File: src/rtl/hbts_pkg.sv
// Shared widths, register indexes and helper functions for the height blend splat block.
`timescale 1ns / 1ps

package hbts_pkg;

  localparam int H_W     = 24;  // Q16.8 height
  localparam int TI_W    = 3;   // tile index field
  localparam int TC_W    = 4;   // tile count register
  localparam int CLR_W   = 8;   // colour channel
  localparam int OUT_W   = 17;  // Q1.16 result, 0..65536
  localparam int CACC_W  = 32;  // colour accumulators
  localparam int WACC_W  = 21;  // weight accumulator
  localparam int PROD_W  = OUT_W + CLR_W;
  localparam int BND_W   = 20;  // integer region bound
  localparam int CALC_W  = 29;  // bound times 256 plus span, signed
  localparam int DIV_W   = 29;  // divisor and partial remainder
  localparam int NUM_W   = 25;  // height difference, span, dividend shift bits
  localparam int CNT_W   = 5;
  localparam int CFG_W   = 24;
  localparam int CFG_IDX_W = 2;

  localparam logic [CFG_IDX_W-1:0] CFG_MIN_HEIGHT = 2'd0;
  localparam logic [CFG_IDX_W-1:0] CFG_MAX_HEIGHT = 2'd1;
  localparam logic [CFG_IDX_W-1:0] CFG_TILE_COUNT = 2'd2;

  localparam logic signed [H_W-1:0] MIN_HEIGHT_RST = 24'sd0;
  localparam logic signed [H_W-1:0] MAX_HEIGHT_RST = 24'sd65280;
  localparam logic [TC_W-1:0]       TILE_COUNT_RST = 4'd4;

  localparam logic [OUT_W-1:0] FULL_Q16 = 17'd65536;

  // Ramp and blend divisions yield 17 quotient bits, the span division all 25.
  localparam logic [CNT_W-1:0] QUO_STEPS  = CNT_W'(OUT_W);
  localparam logic [CNT_W-1:0] SPAN_STEPS = CNT_W'(NUM_W);

  typedef enum logic [1:0] {
    CH_RED   = 2'd0,
    CH_GREEN = 2'd1,
    CH_BLUE  = 2'd2
  } chan_e;

  // Next region bound: (prev*256 + span) / 256, truncated toward zero.
  function automatic logic signed [BND_W-1:0] bound_step(
    input logic signed [BND_W-1:0] prev,
    input logic signed [NUM_W-1:0] span
  );
    logic signed [CALC_W-1:0] s;
    logic signed [CALC_W-1:0] q;
    s = CALC_W'($signed({prev, 8'h00})) + CALC_W'(span);
    q = s >>> 8;
    if (s[CALC_W-1] && (s[7:0] != 8'h00)) begin
      q = q + CALC_W'(1);
    end
    return BND_W'(q);
  endfunction

  // Colour accumulator plus weight times colour, saturating at full scale.
  function automatic logic [CACC_W-1:0] cacc_add(
    input logic [CACC_W-1:0] acc,
    input logic [OUT_W-1:0]  w,
    input logic [CLR_W-1:0]  c
  );
    logic [PROD_W-1:0] p;
    logic [CACC_W:0]   s;
    p = PROD_W'(w) * PROD_W'(c);
    s = (CACC_W + 1)'(acc) + (CACC_W + 1)'(p);
    return s[CACC_W] ? {CACC_W{1'b1}} : s[CACC_W-1:0];
  endfunction

endpackage

File: src/rtl/height_blend_texture_splat_top.sv
// Top level: region builder, shared restoring divider and blend sequencer.
`timescale 1ns / 1ps

// An item with weight passes through a setup step, a division in the shared restoring
// divider and an accumulate step before input ready returns; an item with zero weight or
// an unused tile skips the division. A last item then adds up to three blend divisions
// through the same divider, one per channel that does not saturate, plus setup and output.
// After reset and after each register write the bounds are rebuilt with input ready low;
// reset clears the accumulators to zero, a register write leaves them as they are.
module height_blend_texture_splat_top
  import hbts_pkg::*;
#(
  parameter int MAX_TILES = 8
) (
  input  logic                 clk_i,
  input  logic                 rst_ni,

  input  logic                 cfg_we_i,
  input  logic [CFG_IDX_W-1:0] cfg_idx_i,
  input  logic [CFG_W-1:0]     cfg_wdata_i,

  input  logic                 in_valid_i,
  output logic                 in_ready_o,
  input  logic signed [H_W-1:0] height_i,
  input  logic [TI_W-1:0]      tile_index_i,
  input  logic [CLR_W-1:0]     red_in_i,
  input  logic [CLR_W-1:0]     green_in_i,
  input  logic [CLR_W-1:0]     blue_in_i,
  input  logic                 last_i,

  output logic                 out_valid_o,
  input  logic                 out_ready_i,
  output logic [OUT_W-1:0]     red_out_o,
  output logic [OUT_W-1:0]     green_out_o,
  output logic [OUT_W-1:0]     blue_out_o
);

  localparam int TIW = (MAX_TILES > 1) ? $clog2(MAX_TILES) : 1;
  localparam int NTW = $clog2(MAX_TILES + 1);

  typedef enum logic [3:0] {
    S_SPAN_INIT,
    S_SPAN_DIV,
    S_BOUNDS,
    S_IDLE,
    S_WSETUP,
    S_WDIV,
    S_ACC,
    S_OSETUP,
    S_OLOAD,
    S_ODIV,
    S_PUSH
  } state_e;

  state_e state_q;

  // Configuration and control.
  logic signed [H_W-1:0] min_height_q, max_height_q;
  logic [TC_W-1:0]       tile_count_q;
  logic [TIW-1:0]        tile_q;
  chan_e                 ch_q;
  logic [CNT_W-1:0]      div_cnt_q;
  logic [CACC_W-1:0]     red_acc_q, green_acc_q, blue_acc_q;
  logic [WACC_W-1:0]     weight_acc_q;
  logic                  out_valid_q;
  logic [OUT_W-1:0]      out_red_q, out_green_q, out_blue_q;

  // Datapath.
  logic signed [BND_W-1:0] low_arr [MAX_TILES];
  logic signed [BND_W-1:0] opt_arr [MAX_TILES];
  logic signed [BND_W-1:0] high_arr [MAX_TILES];
  logic signed [NUM_W-1:0] span_q;
  logic                    span_neg_q;
  logic signed [BND_W-1:0] prev_q;
  logic signed [H_W-1:0]   it_h_q;
  logic                    it_use_q;
  logic [CLR_W-1:0]        it_red_q, it_green_q, it_blue_q;
  logic                    it_last_q;
  logic signed [BND_W-1:0] b_low_q, b_opt_q, b_high_q;
  logic [OUT_W-1:0]        w_q;
  logic [DIV_W-1:0]        wd_q;
  logic [OUT_W-1:0]        res_red_q, res_green_q, res_blue_q;
  logic [DIV_W-1:0]        div_rem_q, div_d_q;
  logic [NUM_W-1:0]        div_num_q, div_quo_q;

  // Effective tile count.
  logic [NTW-1:0] n_eff;
  always_comb begin
    if (tile_count_q == '0) begin
      n_eff = NTW'(1);
    end else if (int'(tile_count_q) > MAX_TILES) begin
      n_eff = NTW'(MAX_TILES);
    end else begin
      n_eff = NTW'(tile_count_q);
    end
  end

  logic cfg_hit;
  assign cfg_hit = cfg_we_i && (cfg_idx_i == CFG_MIN_HEIGHT || cfg_idx_i == CFG_MAX_HEIGHT ||
                                cfg_idx_i == CFG_TILE_COUNT);

  // Height span, split into sign and magnitude for the divider.
  logic signed [NUM_W-1:0] diff;
  logic [NUM_W-1:0]        diff_mag;
  assign diff     = NUM_W'(max_height_q) - NUM_W'(min_height_q);
  assign diff_mag = diff[NUM_W-1] ? NUM_W'(-diff) : NUM_W'(diff);

  logic signed [BND_W-1:0] opt_nx, high_nx;
  assign opt_nx  = bound_step(prev_q, span_q);
  assign high_nx = bound_step(opt_nx, span_q);

  logic tile_done;
  assign tile_done = (int'(tile_q) + 1) == int'(n_eff);

  logic [TIW-1:0] in_tidx;
  logic           in_use;
  assign in_tidx = TIW'(tile_index_i);
  assign in_use  = int'(tile_index_i) < int'(n_eff);

  logic in_acc;
  assign in_acc = in_valid_i && in_ready_o;

  // Ramp setup: pick the rising or falling side and its numerator and width.
  logic signed [CALC_W-1:0] hs, lo, op, hi, d_up, a_up, d_dn, a_dn;
  logic                     w_zero;
  logic [DIV_W-1:0]         w_a, w_d;
  always_comb begin
    hs   = CALC_W'(it_h_q);
    lo   = CALC_W'($signed({b_low_q, 8'h00}));
    op   = CALC_W'($signed({b_opt_q, 8'h00}));
    hi   = CALC_W'($signed({b_high_q, 8'h00}));
    d_up = op - lo;
    a_up = hs - lo;
    d_dn = hi - op;
    a_dn = hi - hs;
    w_zero = 1'b0;
    w_a    = DIV_W'(a_up);
    w_d    = DIV_W'(d_up);
    if (!it_use_q || hs > hi || hs < lo) begin
      w_zero = 1'b1;
    end else if (hs < op) begin
      w_zero = d_up[CALC_W-1] || (d_up == CALC_W'(0));
    end else begin
      w_zero = d_dn[CALC_W-1] || (d_dn == CALC_W'(0));
      w_a    = DIV_W'(a_dn);
      w_d    = DIV_W'(d_dn);
    end
  end

  // Blend channel select and the saturation check before dividing.
  logic [CACC_W-1:0] ch_acc;
  logic              ch_ovf;
  logic              ch_last;
  always_comb begin
    unique case (ch_q)
      CH_RED:   ch_acc = red_acc_q;
      CH_GREEN: ch_acc = green_acc_q;
      CH_BLUE:  ch_acc = blue_acc_q;
      default:  ch_acc = '0;
    endcase
  end
  // The quotient overflows 17 bits exactly when acc/2 is not below the divisor.
  assign ch_ovf  = {1'b0, ch_acc[CACC_W-1:1]} >= CACC_W'(wd_q);
  assign ch_last = (ch_q == CH_BLUE);

  logic [OUT_W-1:0] quo_res, quo_clamped;
  assign quo_res     = div_quo_q[OUT_W-1:0];
  assign quo_clamped = (quo_res > FULL_Q16) ? FULL_Q16 : quo_res;

  // One restoring step of the shared divider.
  logic [DIV_W:0]   div_trial;
  logic             div_ge;
  logic [DIV_W-1:0] div_rem_nx;
  assign div_trial  = {div_rem_q, div_num_q[NUM_W-1]};
  assign div_ge     = div_trial >= {1'b0, div_d_q};
  assign div_rem_nx = div_ge ? DIV_W'(div_trial - {1'b0, div_d_q}) : DIV_W'(div_trial);

  logic [WACC_W:0]  wsum;
  logic [WACC_W-1:0] wacc_nx;
  assign wsum    = (WACC_W + 1)'(weight_acc_q) + (WACC_W + 1)'(w_q);
  assign wacc_nx = wsum[WACC_W] ? {WACC_W{1'b1}} : wsum[WACC_W-1:0];

  logic push_go;
  assign push_go = (state_q == S_PUSH) && (!out_valid_q || out_ready_i);

  // Sequencer, configuration, accumulators and output register.
  always_ff @(posedge clk_i or negedge rst_ni) begin
    if (!rst_ni) begin
      state_q      <= S_SPAN_INIT;
      min_height_q <= MIN_HEIGHT_RST;
      max_height_q <= MAX_HEIGHT_RST;
      tile_count_q <= TILE_COUNT_RST;
      tile_q       <= '0;
      ch_q         <= CH_RED;
      div_cnt_q    <= '0;
      red_acc_q    <= '0;
      green_acc_q  <= '0;
      blue_acc_q   <= '0;
      weight_acc_q <= '0;
      out_valid_q  <= 1'b0;
      out_red_q    <= '0;
      out_green_q  <= '0;
      out_blue_q   <= '0;
    end else begin
      if (div_cnt_q != '0) begin
        div_cnt_q <= div_cnt_q - CNT_W'(1);
      end
      if (out_valid_q && out_ready_i) begin
        out_valid_q <= 1'b0;
      end

      unique case (state_q)
        S_SPAN_INIT: begin
          div_cnt_q <= SPAN_STEPS;
          state_q   <= S_SPAN_DIV;
        end
        S_SPAN_DIV: begin
          if (div_cnt_q == '0) begin
            tile_q  <= '0;
            state_q <= S_BOUNDS;
          end
        end
        S_BOUNDS: begin
          tile_q <= tile_q + TIW'(1);
          if (tile_done) begin
            state_q <= S_IDLE;
          end
        end
        S_IDLE: begin
          if (in_acc) begin
            state_q <= S_WSETUP;
          end
        end
        S_WSETUP: begin
          if (w_zero) begin
            state_q <= S_ACC;
          end else begin
            div_cnt_q <= QUO_STEPS;
            state_q   <= S_WDIV;
          end
        end
        S_WDIV: begin
          if (div_cnt_q == '0) begin
            state_q <= S_ACC;
          end
        end
        S_ACC: begin
          weight_acc_q <= wacc_nx;
          red_acc_q    <= cacc_add(red_acc_q, w_q, it_red_q);
          green_acc_q  <= cacc_add(green_acc_q, w_q, it_green_q);
          blue_acc_q   <= cacc_add(blue_acc_q, w_q, it_blue_q);
          state_q      <= it_last_q ? S_OSETUP : S_IDLE;
        end
        S_OSETUP: begin
          ch_q    <= CH_RED;
          state_q <= (weight_acc_q == '0) ? S_PUSH : S_OLOAD;
        end
        S_OLOAD: begin
          if (!ch_ovf) begin
            div_cnt_q <= QUO_STEPS;
            state_q   <= S_ODIV;
          end else if (ch_last) begin
            state_q <= S_PUSH;
          end else begin
            ch_q <= chan_e'(ch_q + 2'd1);
          end
        end
        S_ODIV: begin
          if (div_cnt_q == '0) begin
            if (ch_last) begin
              state_q <= S_PUSH;
            end else begin
              ch_q    <= chan_e'(ch_q + 2'd1);
              state_q <= S_OLOAD;
            end
          end
        end
        S_PUSH: begin
          if (push_go) begin
            out_valid_q  <= 1'b1;
            out_red_q    <= res_red_q;
            out_green_q  <= res_green_q;
            out_blue_q   <= res_blue_q;
            red_acc_q    <= '0;
            green_acc_q  <= '0;
            blue_acc_q   <= '0;
            weight_acc_q <= '0;
            state_q      <= S_IDLE;
          end
        end
        default: state_q <= S_IDLE;
      endcase

      if (cfg_we_i) begin
        unique case (cfg_idx_i)
          CFG_MIN_HEIGHT: min_height_q <= $signed(cfg_wdata_i[H_W-1:0]);
          CFG_MAX_HEIGHT: max_height_q <= $signed(cfg_wdata_i[H_W-1:0]);
          CFG_TILE_COUNT: tile_count_q <= cfg_wdata_i[TC_W-1:0];
          default: ;
        endcase
      end
      // A register write rebuilds the region bounds from scratch.
      if (cfg_hit) begin
        state_q <= S_SPAN_INIT;
      end
    end
  end

  // Datapath registers without reset.
  always_ff @(posedge clk_i) begin
    if (div_cnt_q != '0) begin
      div_rem_q <= div_rem_nx;
      div_num_q <= div_num_q << 1;
      div_quo_q <= {div_quo_q[NUM_W-2:0], div_ge};
    end

    unique case (state_q)
      S_SPAN_INIT: begin
        div_rem_q  <= '0;
        div_num_q  <= diff_mag;
        div_d_q    <= DIV_W'(n_eff);
        div_quo_q  <= '0;
        span_neg_q <= diff[NUM_W-1];
      end
      S_SPAN_DIV: begin
        span_q <= span_neg_q ? -$signed(div_quo_q) : $signed(div_quo_q);
        prev_q <= -BND_W'(1);
      end
      S_BOUNDS: begin
        low_arr[tile_q]  <= prev_q + BND_W'(1);
        opt_arr[tile_q]  <= opt_nx;
        high_arr[tile_q] <= high_nx;
        prev_q           <= opt_nx;
      end
      S_IDLE: begin
        if (in_acc) begin
          it_h_q     <= height_i;
          it_use_q   <= in_use;
          it_red_q   <= red_in_i;
          it_green_q <= green_in_i;
          it_blue_q  <= blue_in_i;
          it_last_q  <= last_i;
          b_low_q    <= low_arr[in_tidx];
          b_opt_q    <= opt_arr[in_tidx];
          b_high_q   <= high_arr[in_tidx];
        end
      end
      S_WSETUP: begin
        w_q <= '0;
        // Dividend is w_a * 65536; its top part starts as the partial remainder.
        div_rem_q <= DIV_W'(w_a[DIV_W-1:1]);
        div_num_q <= {w_a[0], 24'h000000};
        div_d_q   <= w_d;
        div_quo_q <= '0;
      end
      S_WDIV: begin
        if (div_cnt_q == '0) begin
          w_q <= quo_res;
        end
      end
      S_OSETUP: begin
        wd_q        <= DIV_W'({weight_acc_q, 8'h00}) - DIV_W'(weight_acc_q);
        res_red_q   <= '0;
        res_green_q <= '0;
        res_blue_q  <= '0;
      end
      S_OLOAD: begin
        div_rem_q <= DIV_W'(ch_acc[DIV_W:1]);
        div_num_q <= {ch_acc[0], 24'h000000};
        div_d_q   <= wd_q;
        div_quo_q <= '0;
        if (ch_ovf) begin
          unique case (ch_q)
            CH_RED:   res_red_q   <= FULL_Q16;
            CH_GREEN: res_green_q <= FULL_Q16;
            CH_BLUE:  res_blue_q  <= FULL_Q16;
            default: ;
          endcase
        end
      end
      S_ODIV: begin
        if (div_cnt_q == '0) begin
          unique case (ch_q)
            CH_RED:   res_red_q   <= quo_clamped;
            CH_GREEN: res_green_q <= quo_clamped;
            CH_BLUE:  res_blue_q  <= quo_clamped;
            default: ;
          endcase
        end
      end
      default: ;
    endcase
  end

  assign in_ready_o  = (state_q == S_IDLE);
  assign out_valid_o = out_valid_q;
  assign red_out_o   = out_red_q;
  assign green_out_o = out_green_q;
  assign blue_out_o  = out_blue_q;

  // Colour sums only grow together with the weight sum.
  a_acc_zero: assert property (@(posedge clk_i) disable iff (!rst_ni)
    (weight_acc_q == '0) |-> (red_acc_q == '0 && green_acc_q == '0 && blue_acc_q == '0))
    else $error("colour accumulator nonzero with zero total weight");

  a_accept_setup: assert property (@(posedge clk_i) disable iff (!rst_ni)
    (in_acc && !cfg_hit) |=> (state_q == S_WSETUP))
    else $error("accepted transaction did not enter ramp setup");

  a_out_range: assert property (@(posedge clk_i) disable iff (!rst_ni)
    out_valid_o |-> (red_out_o <= FULL_Q16 && green_out_o <= FULL_Q16 &&
                     blue_out_o <= FULL_Q16))
    else $error("blended colour above full scale");

  a_div_nonzero: assert property (@(posedge clk_i) disable iff (!rst_ni)
    ((state_q == S_SPAN_DIV || state_q == S_WDIV || state_q == S_ODIV) &&
     div_cnt_q != '0) |-> (div_d_q != '0))
    else $error("divider running with zero divisor");

  a_weight_range: assert property (@(posedge clk_i) disable iff (!rst_ni)
    (state_q == S_ACC) |-> (w_q <= FULL_Q16))
    else $error("ramp weight above one");

endmodule
File: config.mk
export PLATFORM = sky130hd
export DESIGN_NAME = height_blend_texture_splat_top
export DESIGN_NICKNAME = d
export VERILOG_FILES = /design/src/rtl/hbts_pkg.sv /design/src/rtl/height_blend_texture_splat_top.sv
export SDC_FILE = /design/constraint.sdc
export NUM_CORES = 2
export LEC_CHECK = 0
export BUFFER_PORTS_ARGS = -buffer_cell sky130_fd_sc_hd__buf_2
export CAP_MARGIN = 5
export CORE_ASPECT_RATIO = 0.8
export CORE_UTILIZATION = 45
export DETAILED_ROUTE_END_ITERATION = 8
export GPL_TIMING_DRIVEN = 0
export MAX_ROUTING_LAYER = met4
export PLACE_DENSITY_LB_ADDON = 0.3
export SYNTH_ARGS = -nofsm -noshare
export SYNTH_HDL_FRONTEND = slang
export SYNTH_SLANG_ARGS = --single-unit
File: constraint.sdc
create_clock -name clk_i -period 14 [get_ports clk_i]
set_clock_uncertainty 0.1 [all_clocks]
set_input_delay 1.4 -clock clk_i [delete_from_list [all_inputs] [get_ports clk_i]]
set_output_delay 1.4 -clock clk_i [all_outputs]
set_load 0.005 [all_outputs]
After elaboration in Yosys (flattened, before gate mapping)
Memories as Yosys holds them, arrays and structs flattened. A register that Yosys moved wholly into a read port is not among the register bits.
Index checks and enable logic that the tools add are counted.
{ "totals": {"wordCells": 225, "mem_bits_rw": 480, "n_memories": 3, "register_bits": 536} }
{ "memory_table": {"columns": ["memory", "words", "word_bits", "read_ports", "rd_clocked_by_memory_dff", "wr", "line_no", "rtl"], "rows": [
  ["high_arr", 8, 20, 1, 1, 1, "height_blend_texture_splat_top.sv:71", "logic signed [BND_W-1:0] high_arr [MAX_TILES];"],
  ["low_arr", 8, 20, 1, 1, 1, "height_blend_texture_splat_top.sv:69", "logic signed [BND_W-1:0] low_arr [MAX_TILES];"],
  ["opt_arr", 8, 20, 1, 1, 1, "height_blend_texture_splat_top.sv:70", "logic signed [BND_W-1:0] opt_arr [MAX_TILES];"]
]} }
{ "classes": {"n_lt_le_gt_ge": 8, "addsub": 22, "muxes": 77, "reduce_logical": 46, "n_mul": 3, "n_eq_ne": 33} }
{ "op_table": {"columns": ["cell", "n"], "rows": [
  ["two-way mux 17 bit", 14],
  ["case mux 32 bit (2 select lines)", 3],
  ["two-way mux 29 bit", 6],
  ["case mux 29 bit (3 select lines)", 2],
  ["case mux 17 bit (3 select lines)", 3],
  ["two-way mux 32 bit", 4],
  ["adder 32 x 25 -> 33 bit", 3],
  ["case mux 32 bit (3 select lines)", 1],
  ["multiplier 17 x 8 -> 25 bit", 3],
  ["two-way mux 25 bit", 3],
  ["case mux 25 bit (3 select lines)", 1],
  ["adder 20 x 2 -> 20 bit (second input constant)", 3],
  ["adder 28 x 25 -> 29 bit", 2],
  ["zero test 29 bit", 2],
  ["subtractor 28 x 28 -> 29 bit", 2],
  ["< comparator 24 x 28 -> 1 bit", 2],
  ["negator 25 bit", 2],
  ["two-way mux 4 bit", 11],
  ["case mux 4 bit (11 select lines)", 1],
  ["two-way mux 21 bit", 2],
  ["case mux 21 bit (2 select lines)", 1],
  ["two-way mux 20 bit", 2],
  ["case mux 20 bit (2 select lines)", 1],
  ["case mux 17 bit (2 select lines)", 1],
  ["52 further kinds", 114]
]} }

Longest topological paths before layout
{ "depth": {"word_depth": 8, "mapped_depth": 26} }

Least setup slack after synthesis
OpenSTA, ideal clock, no wires.
{ "synth_timing": {"path_type": "register -> register", "from": "register state_q[2]", "to": "memory high_arr[0][0] (enable)", "arrival_time_ps": 6704, "slack_ps": 6571, "n_path_buf": 2, "t_required_ps": 13274, "synth_period_minus_slack_ps": 7429, "path_stages_with_launch": 6, "cell_sequence": "dfrtp_1 -> clkbuf_1 -> nor2_1 -> nand3_1 -> clkbuf_1 -> nor4_1"} }
{ "synth_between": {"elab_chain_len": 3} }
{ "synth_rtl": {"columns": ["item", "line_no", "rtl"], "rows": [
  ["start, declared", "height_blend_texture_splat_top.sv:55", "state_e state_q;"],
  ["start signal, assigned", "height_blend_texture_splat_top.sv:252", "state_q <= it_last_q ? S_OSETUP : S_IDLE;"],
  ["start signal, assigned", "height_blend_texture_splat_top.sv:256", "state_q <= (weight_acc_q == '0) ? S_PUSH : S_OLOAD;"],
  ["== test 4 x 2 -> 1 bit", "height_blend_texture_splat_top.sv:317", "unique case (state_q)"],
  ["two-way mux 1 bit", "height_blend_texture_splat_top.sv:317", null],
  ["two-way mux 1 bit (not written as such)", "height_blend_texture_splat_top.sv:332", "high_arr[tile_q] <= high_nx;"],
  ["end, declared", "height_blend_texture_splat_top.sv:71", null]
]} }
Every way passes these cells.

Worst setup path in the final report
{ "layout_timing": {"from": "register w_q[1]", "to": "register green_acc_q[12]"} }
{ "layout_between": {"elab_chain_len": 4} }
{ "layout_rtl": {"columns": ["item", "line_no", "rtl"], "rows": [
  ["start, declared", "height_blend_texture_splat_top.sv:80", "logic [OUT_W-1:0] w_q;"],
  ["start signal, assigned", "height_blend_texture_splat_top.sv:358", "w_q <= quo_res;"],
  ["multiplier 17 x 8 -> 25 bit", "hbts_pkg.sv:65", "p = PROD_W'(w) * PROD_W'(c);"],
  ["adder 32 x 25 -> 33 bit", "hbts_pkg.sv:66", "s = (CACC_W + 1)'(acc) + (CACC_W + 1)'(p);"],
  ["two-way mux 32 bit", "hbts_pkg.sv:67", "return s[CACC_W] ? {CACC_W{1'b1}} : s[CACC_W-1:0];"],
  ["case mux 32 bit (2 select lines)", "height_blend_texture_splat_top.sv:212", "unique case (state_q)"],
  ["end signal, assigned", "height_blend_texture_splat_top.sv:250", "green_acc_q <= cacc_add(green_acc_q, w_q, it_green_q);"],
  ["end, declared", "height_blend_texture_splat_top.sv:63", "logic [CACC_W-1:0] red_acc_q, green_acc_q, blue_acc_q;"]
]} }
Every way passes these cells.
A chain may end at the register's enable or synchronous reset.

==> impl_results.md <==
- Status: complete, no violations
- Post-synthesis compound-gate area fraction: 11.39%
- Setup repair bufs after CTS: 0
- Placed inst area: 73,820 µm²
- CP arrival: 9920 ps
- Synth top area share: around a third
- Post-detailed-route count of antenna-violating nets: 0
- Hold_buf cts: 0
- Post-Syn Area: 69,660 µm²
- Critical path buffers and inverters: 5
- Drt total wl: 216.5 mm
- Largest family of logic cells by synthesized area: adder cells
- Synthesized netlist cell count: 6,271
- Worst vdd ir: roughly 0.34 mV
- Critical path's slowest cell: clkbuf_1
- Slew HR: roughly 8%
- Top cell by count, worst path: fa_1
- Post-synth EDFFs: 816
- Register area share after synthesis: 44.35%
- # DRC: 0
- Final Hold Viols: 0
- Fillers: about 13,000
- Syn nets: 7,120
- Nets: 7,429
- Clock Latency Late Sink: 780 ps
- Max incr delay on CP: 940 ps
- Synth Area in Simple Gates: 11.82%
- Initial core utilization: 45.55%
- Multi-input logic area: approximately 36,000 µm²
- 1st-iter DRT viols: 6,201
- Syn avg cell area: 11.11 µm²
- DIE AREA: 156,400 µm²
- Multiplexer share of the synthesized area: under 10%
- Max Clk Rate: 106.1 MHz
- Crit path max-delay family: adder cells
- Die width: around 440 µm
- All-Layer GR Usage: 28.40%
- Crit start category: flop
- Share of cells above drive strength 1: 9.994%
- Most common cell after layout, fill and taps aside: edfxtp_1
- Final Power: 18.98 mW
- Buffers added on ports: 134
- TritonCTS clock tree: done
- RSZ-0062 raised after global routing: false
- Setup TNS Final: 0 ps
- DR pass1 iterations: 8
- Resized cells post-CTS: 0
- Most frequent cells in the layout: edfxtp_1, nand2_1, inv_1
- Overflow after GRT: 0
- Die Height: 353.9 µm
- Required time of the worst setup path: 14,500 ps
- Vias/cell: 5.908
- Cell taking the most area after synthesis: edfxtp_1
- Crit-path cells: clkbuf_1 > nand2_1 > fa_1 > inv_1 > fa_1 > fa_1 > fa_1 > ha_1 > nor3_1 > inv_1 > o21ba_2 > o21ai_1 > nand4_1 > a41oi_1 > nor2b_1 > o41ai_1 > nand2b_1 > clkbuf_1 > and2_1 > clkbuf_1 > a21oi_1
- Final setup fails: 0
- Least-Margin Pin Slew: roughly 1400 ps
- Final critical-path required period: between 9000 and 10,000 ps
- # rows: approximately 130
- Adder-cell area share of the yosys netlist: ~17%
- Max-Cap Viols: 0
- Worst setup EP type: flop
- GP Congestion: around 1
- Register Area: 30,900 µm²
- Vias in the first global route: 49,610
- First-pass GRT wire length: 323.1 mm
- Synth Register Bits: 1,076
- Ys async rst share: a little over a fifth
- Crit path kind: flop to flop
- CTS Buffer Depth: 3
- Initial antenna violation count: 12
- Largest net degree at the start of global routing: ~110
- Netlist cell types: 101
- CTS root buf: clkbuf_16
- Clk pin slew, worst setup/hold paths: roughly 70 ps
- Predominant post-synthesis flop cell: edfxtp_1
- Area delta synth->final: 11.34%
- Routed len/inst: 24.90 µm
- Area contributors post-synth: edfxtp_1, fa_1, dfrtp_1, ha_1, mux4_2
- Clk sink count: 1,076
- Lkg Pwr: around 32 nW
- Crit share post-route: between 60% and 70%
- H-tree levels: 3
- Final Cell Area: 77,570 µm²
- Final HPWL DP: 168.5 mm
- Via count: 51,360
- Core Area: 152,900 µm²
- XOR/XNOR Fraction of Synth Area: 4.275%
- Yosys warning total: 0
- Largest fanout on the critical path: 10
- HP Class: flop to flop
- Num CTS Buffers: 109
- Pwr per Cell Area: between 200 and 250 nW/µm²
- Io pins: 136
- Final number of max-transition violations: 0
## sequential cells by signal (all words and copies together), names as in the netlist, 20 cells and up
register,count
wd_q,29
max_height_q,24
red_acc_q,32
span_q,25
green_acc_q,32
it_h_q,24
div_rem_q,29
min_height_q,24
b_opt_q,20
weight_acc_q,21
high_arr,160
prev_q,20
div_num_q,25
div_d_q,29
low_arr,160
b_high_q,20
opt_arr,160
b_low_q,20
div_quo_q,25
blue_acc_q,32
## cells in the mapped netlist, types with 13 or more instances
cell,number
nand3_1,101
a31oi_1,89
or2_2,18
inv_1,595
nor4_1,25
o211ai_1,24
and2_1,220
ha_1,419
o41ai_1,13
buf_1,25
clkbuf_1,242
o22ai_1,25
a21o_1,97
nand2b_1,70
dfrtp_1,226
nor2_1,295
a21oi_1,385
nand2_1,712
nor2b_1,46
mux4_2,120
edfxtp_1,816
nand4_1,32
or3_1,20
xor2_1,118
and3_1,33
a222oi_1,30
mux2i_1,32
fa_1,347
a22oi_1,14
o31ai_1,42
nor3b_1,13
xnor2_1,222
o21a_1,47
o21ai_0,236
nor3_1,89
o21bai_1,33
mux2_2,97
dfxtp_1,25
a211oi_1,46
## cells by family after synthesis
kind of cell / after synthesis
AO/OA/AOI/OAI: 1238
XOR/XNOR: 340
adder cells (fa/ha/maj): 766
buffers and inverters: 872
flip-flops: 1076
multiplexers: 250
AND/OR/NAND/NOR: 1729
## per-layer routing
layer  global-route usage [%]  wire, µm
met1                    42.81     99740
met2                    38.50     88360
met3                    6.903     24090
met4                    5.589      4284
met5                        -         0
## area by class of cell
class / instances / area share (%)
repair buffers: 198 / 2.010
multi-input cells: 4323 / 45.83
diodes: 4 / 0.01290
flip-flops and latches: 1076 / 39.83
plain buffers: 277 / 1.384
clock inverters: 64 / 0.9888
well taps: 2015 / 3.250
inverters: 595 / 2.879
clock buffers: 141 / 3.816
## worst reg2reg max path, delay by kind of cell, from the launching register on
kind,cells,cell delay (ps)
and+or+nand+nor,6,1650
adders and majority gates,5,2350
AOI/OAI and AO/OA,5,1880
DFF,1,910
buffers and inverters,5,2360
## per-stage QoR
stage / hold WS (ps) / setup slack, ps / utilization (%) / instances
4_1_cts: 348.0 / 4882 / 50.70 / 8688
6_report: 342.5 / 4576 / 50.71 / 8693
3_3_place_gp: 325.0 / 87.05 / 47.64 / 8420
5_1_grt: 368.4 / 4243 / 50.71 / 8689
2_1_floorplan: 314.6 / 6571 / - / 6271
3_5_place_dp: 332.7 / 4942 / 48.26 / 8483
## power breakdown
part           internal (mW)  switching [mW]
clock network           1.75            1.35
registers               5.20           0.536
logic                   3.61            6.55
total                   10.6            8.43
## worst paths after layout
kind,from,to,slack [ps],depth (start not counted)
setup / recovery,w_q[1],green_acc_q[12],4580,21
hold / removal,res_green_q[9],green_out_o[9],340,2
setup reg to reg,w_q[1],green_acc_q[12],4580,21
hold reg to reg,res_green_q[9],green_out_o[9],340,2
max in group asynchronous,rst_ni,blue_acc_q[10],11920,3
min in group asynchronous,rst_ni,green_out_o[7],440,1
Note: power is estimated with default switching activity, not from simulation.
